<file path="src/rtl/ppid_pkg.sv">
// ----------------------------------------------------------------------------
// ppid_pkg
// Shared types and constants for the preset position PID lift controller.
// ----------------------------------------------------------------------------
package ppid_pkg;

   // Field widths
   localparam int GainW  = 24;                 // unsigned Q8.16 gains
   localparam int PosW   = 16;                 // position and targets
   localparam int ErrW   = PosW + 1;           // target - position
   localparam int DerW   = ErrW + 1;           // error - previous error
   localparam int SumW   = 32;                 // saturating integral
   localparam int VelW   = 9;                  // drive velocity
   localparam int FracW  = 16;                 // fraction bits of the gains
   localparam int AccW   = 58;                 // exact sum of the three products
   localparam int WholeW = AccW - FracW;
   localparam int VelLimit = 200;

   // Configuration port
   localparam int CsrAddrW = 3;
   localparam int CsrDataW = GainW;

   // Stream payload widths, padded to whole bytes
   localparam int ReqDataW = 24;
   localparam int RspDataW = 16;

   // Register indexes
   typedef enum logic [CsrAddrW-1:0] {
      CSR_GAIN_P       = 3'd0,
      CSR_GAIN_I       = 3'd1,
      CSR_GAIN_D       = 3'd2,
      CSR_TARGET_HIGH  = 3'd3,
      CSR_TARGET_CARRY = 3'd4,
      CSR_TARGET_LOW   = 3'd5
   } csr_index_type;

   // Latched operating mode
   typedef enum logic [2:0] {
      MODE_NONE  = 3'd0,
      MODE_HIGH  = 3'd1,
      MODE_LOW   = 3'd2,
      MODE_CARRY = 3'd3,
      MODE_STOP  = 3'd4
   } mode_type;

   // Gains and preset targets
   typedef struct packed {
      logic [GainW-1:0]        gain_p;
      logic [GainW-1:0]        gain_i;
      logic [GainW-1:0]        gain_d;
      logic signed [PosW-1:0]  target_high;
      logic signed [PosW-1:0]  target_carry;
      logic signed [PosW-1:0]  target_low;
   } cfg_type;

   // One PID step: drive command and the updated loop state
   typedef struct packed {
      logic signed [VelW-1:0]  velocity;
      logic signed [SumW-1:0]  error_sum;
      logic signed [ErrW-1:0]  last_error;
   } pid_step_type;

endpackage

</file>
<file path="src/rtl/ppid_csr.sv">
// ----------------------------------------------------------------------------
// ppid_csr
// Gain and preset target registers, written through a plain write port.
// ----------------------------------------------------------------------------
module ppid_csr (
   input  logic                          clock,
   input  logic                          reset,
   input  logic                          csr_we,
   input  logic [ppid_pkg::CsrAddrW-1:0] csr_addr,
   input  logic [ppid_pkg::CsrDataW-1:0] csr_wdata,
   output ppid_pkg::cfg_type             cfg
);
   import ppid_pkg::*;

   cfg_type cfg_ff;

   // Load reset presets, then take writes; unknown indexes are dropped
   always_ff @(posedge clock) begin
      if (reset) begin
         cfg_ff.gain_p       <= GainW'(32768);
         cfg_ff.gain_i       <= GainW'(66);
         cfg_ff.gain_d       <= GainW'(66);
         cfg_ff.target_high  <= PosW'(690);
         cfg_ff.target_carry <= PosW'(550);
         cfg_ff.target_low   <= PosW'(15);
      end else if (csr_we) begin
         case (csr_index_type'(csr_addr))
            CSR_GAIN_P:       cfg_ff.gain_p       <= csr_wdata;
            CSR_GAIN_I:       cfg_ff.gain_i       <= csr_wdata;
            CSR_GAIN_D:       cfg_ff.gain_d       <= csr_wdata;
            CSR_TARGET_HIGH:  cfg_ff.target_high  <= csr_wdata[PosW-1:0];
            CSR_TARGET_CARRY: cfg_ff.target_carry <= csr_wdata[PosW-1:0];
            CSR_TARGET_LOW:   cfg_ff.target_low   <= csr_wdata[PosW-1:0];
            default: ;
         endcase
      end
   end

   assign cfg = cfg_ff;

endmodule

</file>
<file path="config.mk">
export PLATFORM = sky130hd
export DESIGN_NAME = ppid_csr
export DESIGN_NICKNAME = d
export VERILOG_FILES = /design/src/rtl/ppid_pkg.sv /design/src/rtl/ppid_csr.sv
export SDC_FILE = /design/constraint.sdc
export NUM_CORES = 1
export LEC_CHECK = 0
export ABC_AREA = 1
export BUFFER_PORTS_ARGS = -buffer_cell sky130_fd_sc_hd__buf_4
export CAP_MARGIN = 20
export CORE_ASPECT_RATIO = 1.2
export CORE_UTILIZATION = 51
export CTS_CLUSTER_SIZE = 14
export DETAILED_ROUTE_END_ITERATION = 10
export GPL_TIMING_DRIVEN = 0
export PLACE_DENSITY_LB_ADDON = 0.1
export RECOVER_POWER = 50
export SLEW_MARGIN = 20
export SYNTH_ARGS = -nofsm -noshare
export SYNTH_HDL_FRONTEND = slang
export SYNTH_SLANG_ARGS = --single-unit
</file>
<file path="constraint.sdc">
create_clock -name clock -period 1.4 [get_ports clock]
set_input_delay 0.28 -clock clock [delete_from_list [all_inputs] [get_ports clock]]
set_output_delay 0.28 -clock clock [all_outputs]
set_load 0.005 [all_outputs]
</file>
==> flow_metrics.py, run 1 <==
metrics = {
    "outcome": {
        "outcome": "complete, no violations",
    },
    "synthesis": {
        "synth_cells": 676,
        "ys_ff_latch": 120,
        "synth-seq-area-share_pct": 50.6,
        "synth.most_common_cell": "nor2_1",
        "ys_warn_count": 0,
        "synth_commonest_cells": "nor2_1, nand2_1, dfxtp_1, nand3_1, inv_1",
        "synth_edf_count": 0,
        "ys.flop_type": "dfxtp_1",
        "yosysTopAreaCellShare_pct": 50.6,
        "syn_area_um2": 4750,
        "synth_top_area_cell": "dfxtp_1",
        "synth_area_leaders": "dfxtp_1, nor2_1, nand3_1",
        "async_reset_ff_share_pct": 0,
        "synth_cell_types": 12,
        "synth_nets": 706,
        "synth_area_per_cell_um2": 7.03,
    },
    "worst_setup_path": {
        "reg2reg_slack_ns": 0.79,
        "cp_num_buf_inv": 1,
        "path_class": "flop to output pin",
        "critical_path_arrival_ns": 1.03,
        "critPathRequiredTime_ns": 1.12,
        "endpoint": "cfg[15]",
        "cp-end-kind": "output pin",
        "crit_path_top_delay_cell": "dfxtp_1",
        "crit_cells": 1,
        "cp_cell_sequence": "buf_4",
        "r2r-start": "cfg[87]$_SDFFE_PP0P_",
        "critPathMaxStageDelay_ns": 0.37,
        "reg2reg_depth": 2,
        "worstSetupStartpointType": "flop",
        "r2r-end": "cfg[87]$_SDFFE_PP0P_",
        "cp_max_fo": 2,
        "critPathTopFamily": "flip-flops",
        "critPathLaunch": "cfg[15]$_SDFFE_PP0P_",
    },
    "power_and_ir_drop": {
        "pwr_density_cell_nw_per_um2": 1280,
        "ir_drop_v": 0.00112,
        "total_power_uw": 8470,
        "p_leak_uw": 0.00320,
    },
    "clocking": {
        "post-cts-setup-buffer-count": 0,
        "cts_made_buffers": 17,
        "clock_latency_ns": 0.53,
        "cts.htree.levels": 4,
        "cts_tree": "built",
        "cts-root-buf": "clkbuf_8",
        "cts_sinks": 120,
        "path_clk_slew_ns": 0.06,
        "clockBufferDepth": 2,
    },
    "layout": {
        "area_growth_pct": 39.5,
        "fin_nets": 883,
        "nFillCells": 780,
        "layout-drive-gt1-share_pct": 23.4,
        "postLayoutCellArea_um2": 6630,
        "n_antenna_cell": 0,
        "largest_reg_flops": 120,
        "instances_no_fill": 986,
    },
    "global_routing": {
        "grt_pass1_vias": 4553,
        "antenna_found_initial": 0,
        "grt_use_total_pct": 30.5,
        "grt_first_pass_wirelength_um": 22400,
        "overflow": 0,
        "grt_max_degree": 17,
    },
    "timing": {
        "worst_hold_slack_ns": 0.0738,
        "rsz0062_at_grt": "no",
        "worst_pin_slew_ns": 0.678,
        "slew_viol_final": 0,
        "fin_worst_skew_ns": 0,
        "hold_viol": 0,
        "fin_crit_ns": 1.31,
        "fin_crit_sh_pct": 93.3,
        "fin_ws_ns": 0.0934,
        "max_clock_freq_mhz": 765,
        "maxSlewHeadroom_pct": 54.6,
        "setup_violations": 0,
    },
    "floorplanning": {
        "num_rows": 38,
        "io_pins": 150,
        "core_um2": 9030,
        "dieArea_um2": 9710,
        "die_w_um": 90.1,
        "initial_core_util_pct": 52.6,
        "dieHeight_um": 108,
    },
    "placed_design": {
        "pre_cts_ws_ns": -0.172,
        "dp.cells": 945,
        "dpl-instance-area_um2": 6020,
        "portBuffers": 149,
        "hpwlAfterDp_um": 10300,
        "gp_congestion": 0.833,
    },
    "drt": {
        "drc": 0,
        "vias": 5014,
        "routed_wl_um": 14400,
        "drtPass1Iterations": 5,
        "via_per_inst": 5.09,
        "first_iter_violations": 370,
        "wl_per_cell_um": 14.6,
        "ant_nets": 0,
    },
    "min_path": {
        "hold_path_class": "input pin to flop",
    },
    "run": {
        "maxCapViolations": 0,
    },
}
==> worst min path at each step <==
stage,from,end,slack [ns],depth (start not counted)
4_1_cts,csr_wdata[0],cfg[0]$_SDFFE_PP1P_,0.002,3
3_5_place_dp,cfg[39]$_SDFFE_PP1P_,cfg[39]$_SDFFE_PP1P_,0.45,2
6_report,csr_wdata[1],cfg[17]$_SDFFE_PP1P_,0.07,3
3_3_place_gp,cfg[33]$_SDFFE_PP1P_,cfg[33]$_SDFFE_PP1P_,0.44,2
2_1_floorplan,csr_wdata[15],cfg[111]$_SDFFE_PP1P_,0.39,2
5_1_grt,csr_wdata[1],cfg[17]$_SDFFE_PP1P_,0.06,3
==> logic make-up after synthesis <==
| family | Yosys count | synth area share (%) |
|---|---|---|
| flip-flops | 120 | 50.6 |
| buffers and inverters | 72 | 7.03 |
| AND/OR/NAND/NOR | 484 | 42.4 |
==> cell usage in the layout (no fill, tap or decap), types with 8 or more instances in the layout <==
cell type	instances
buf_2	8
buf_4	154
clkbuf_1	26
clkbuf_16	16
dfxtp_1	120
dlygate4sd3_1	9
inv_1	29
nand2_1	150
nand3_1	120
nor2_1	207
==> metrics by stage <==
| step | TNS [ns] | utilization [%] |
|---|---|---|
| finish | 0 | 73.4 |
| global route | 0 | 73.4 |
| CTS | 0 | 73.6 |
| detailed placement | -2.68 | 66.6 |
| global placement | -1.65 | 66.6 |
| floorplan | 0 | - |
==> metal layers <==
| metal | share of wire, % | up-vias | track usage [%] | wire length, µm |
|---|---|---|---|---|
| met4 | 2.5 | 0 | 13.9 | 357 |
| met5 | 0 | - | 0 | 0 |
| met1 | 39 | 2307 | 35.5 | 5560 |
| met3 | 9.5 | 27 | 9.96 | 1370 |
| li1 | - | 2456 | - | - |
| met2 | 49 | 224 | 51.0 | 7070 |
==> report_power, final <==
part | switching, µW | leakage [µW] | internal (µW)
Clock | 1460 | 0.000271 | 2520
Sequential | 70.2 | 0.000976 | 3540
Combinational | 507 | 0.00195 | 367
Total | 2040 | 0.00320 | 6430
==> area by class of cell <==
class                      count  area, µm²  share of cell area, %
tap                          120        150                   2.27
timing repair buffer         158       1200                   18.1
buffer                        41        200                   3.02
sequential                   120       2400                   36.3
multi-input combinational    484       2010                   30.3
clock inverter                 8       70.1                   1.06
clock buffer                  24        480                   7.25
inverter                      31        116                   1.76
==> what timing repair did <==
item                                   in CTS  in global routing
endpoints found under the hold margin      11                  1
hold buffers                                8                  1
resized for setup                           0                  0
(Power assumes the default switching activity.)
==> inputs of run 2 (changes only) <==
==> constraint.sdc (replaced) <==
create_clock -name clock -period 1.4 [get_ports clock]
set_input_delay 0.42 -clock clock [delete_from_list [all_inputs] [get_ports clock]]
set_output_delay 0.42 -clock clock [all_outputs]
set_load 0.005 [all_outputs]
==> run 2 against run 1 <==
  * Via count increased by 2.6%
  * Die area is the same
  * Sequential power rose by 1%
  * Clock power barely moved
  * Critical path depth did not move
  * Routed wire length up 6.8%
  * Non-clock buffer count is the same
  * Combinational power up 9.0%
  * Global-route usage is 0.46 points higher
  * Total power is 1.8% higher
  * Largest cell class unchanged
==> flow_metrics.py, run 2 (same netlist as run 1, synthesis figures left out) <==
metrics = {
    "clocking": {
        "clockBufferDepth": 2,
        "clock_latency_ns": 0.52,
        "cts-root-buf": "clkbuf_8",
        "cts_tree": "built",
        "cts_sinks": 120,
        "path_clk_slew_ns": 0.06,
        "cts.htree.levels": 4,
        "cts_made_buffers": 17,
    },
    "power_and_ir_drop": {
        "pwr-share-seq_pct": 42.4,
        "p_leak_uw": 0.00337,
        "p_switching_uw": 2100,
        "pwr-share-clk_pct": 46.5,
        "combPwrFrac_pct": 11.1,
        "p_sw_share_pct": 24.4,
        "p_int_uw": 6520,
        "ir_drop_v": 0.00111,
        "pwr_density_cell_nw_per_um2": 1200,
    },
    "worst_setup_path": {
        "cp_cell_sequence": "buf_6",
        "reg2reg_slack_ns": 0.54,
        "r2r-start": "cfg[2]$_SDFFE_PP1P_",
        "crit_path_top_delay_cell": "dfxtp_2",
        "cp_num_buf_inv": 1,
        "cp_max_fo": 2,
        "r2r-end": "cfg[2]$_SDFFE_PP1P_",
        "worstSetupStartpointType": "flop",
        "critPathRequiredTime_ns": 0.98,
        "critical_path_arrival_ns": 0.98,
        "critPathTopFamily": "flip-flops",
        "reg2reg_depth": 4,
        "path_class": "flop to output pin",
        "critPathMaxStageDelay_ns": 0.35,
        "cp-end-kind": "output pin",
    },
    "layout": {
        "postLayoutCellArea_um2": 7210,
        "area_growth_pct": 51.8,
        "fin_nets": 883,
        "largest_reg_flops": 120,
        "layout-drive-gt1-share_pct": 38.9,
        "final_common_cell": "nor2_1",
        "instances_no_fill": 986,
        "n_antenna_cell": 0,
        "layout_common_cells": "nor2_1, nand2_1, nand3_1, dfxtp_2, buf_6",
    },
    "global_routing": {
        "antenna_found_initial": 0,
        "grt_max_degree": 17,
        "grt_use_total_pct": 30.9,
        "grt_first_pass_wirelength_um": 22700,
        "overflow": 0,
        "grt_pass1_vias": 4578,
    },
    "placed_design": {
        "portBuffers": 149,
        "hpwlAfterDp_um": 10300,
        "gp_congestion": 0.833,
        "dp.cells": 945,
        "dpl-instance-area_um2": 6020,
    },
    "timing": {
        "hold_viol": 0,
        "fin_crit_sh_pct": 99.9,
        "fin_worst_skew_ns": 0,
        "slew_viol_final": 0,
        "maxSlewHeadroom_pct": 56.0,
        "max_clock_freq_mhz": 715,
        "rsz0062_at_grt": "yes",
        "setup_violations": 0,
        "worst_pin_slew_ns": 0.658,
        "fin_crit_ns": 1.40,
        "worst_hold_slack_ns": 0.112,
    },
    "floorplanning": {
        "io_pins": 150,
        "die_w_um": 90.1,
        "dieHeight_um": 108,
        "num_rows": 38,
        "initial_core_util_pct": 52.6,
        "core_um2": 9030,
        "dieArea_um2": 9710,
    },
    "drt": {
        "drtPass1Iterations": 6,
        "routed_wl_um": 15300,
        "drc": 0,
        "via_per_inst": 5.22,
        "vias": 5146,
        "wl_per_cell_um": 15.5,
        "ant_nets": 0,
        "first_iter_violations": 386,
    },
    "min_path": {
        "hold_path_class": "input pin to flop",
        "min_path_cells": 3,
        "min_to": "cfg[25]$_SDFFE_PP1P_",
        "hp-start": "csr_wdata[9]",
    },
    "outcome": {
        "outcome": "complete, no violations",
    },
    "run": {
        "maxCapViolations": 0,
    },
}
==> run 2: changes by cell type in the layout (fill, tap and decap cells not counted), moves of 2 or more <==
cell	before	now
dfxtp_2	0	119
dfxtp_1	120	1
buf_6	0	119
buf_4	154	48
dlygate4sd3_1	9	0
clkbuf_2	2	4
buf_1	2	8
clkbuf_1	26	14
==> run 2: power by group through the flow <==
stage	clock network, µW	logic [µW]	registers (µW)
after floorplan	0	440	3680
after global routing	4210	1040	3670
after detailed placement	0	851	3680
final	4010	953	3660
after CTS	4010	880	3630
after global placement	0	833	3670
==> run 2: what timing repair did <==
action	in CTS	in global routing
setup buffers	2	7
cloned	0	0
hold buffers	0	0
resized for setup	89	149
pin swaps	0	0
setup endpoints to repair	57	116
==> run 2: metrics by stage <==
stage	total power, µW	TNS, ns	setup WS, ns	util (%)
after CTS	8520	-0.00854	-0.00854	75.0
after global placement	4510	-14.07	-0.261	66.6
after floorplan	4120	0	0.164	-
final	8620	0	0.00152	79.8
after global routing	8920	-0.410	-0.0342	79.8
after detailed placement	4530	-17.16	-0.312	66.6
==> run 2: how the worst max path moves through the flow <==
stage | from | to | slack [ns] | cells after the start
after floorplan | csr_we | cfg[76]$_SDFFE_PP0P_ | 0.16 | 6
after global placement | csr_addr[2] | cfg[58]$_SDFFE_PP0P_ | -0.26 | 6
after detailed placement | csr_addr[2] | cfg[58]$_SDFFE_PP0P_ | -0.31 | 6
after CTS | cfg[15]$_SDFFE_PP0P_ | cfg[15] | -0.009 | 1
after global routing | cfg[45]$_SDFFE_PP0P_ | cfg[45] | -0.03 | 1
final | cfg[45]$_SDFFE_PP0P_ | cfg[45] | 0.002 | 1
==> run 2: layout make-up <==
cell class              instances  area (µm²)
flip-flops and latches        120        2550
multi-input cells             484        2010
fillers                       645        1820
repair buffers                158        1630
clock buffers                  24         480
plain buffers                  41         211
well taps                     120         150
inverters                      31         116
clock inverters                 8        70.1
==> run 2: per-layer routing <==
| metal | wire, µm | global-route usage, % |
|---|---|---|
| met5 | 0 | 0 |
| met4 | 530 | 14.6 |
| met3 | 1340 | 10.4 |
| met2 | 7600 | 51.7 |
| met1 | 5860 | 35.7 |
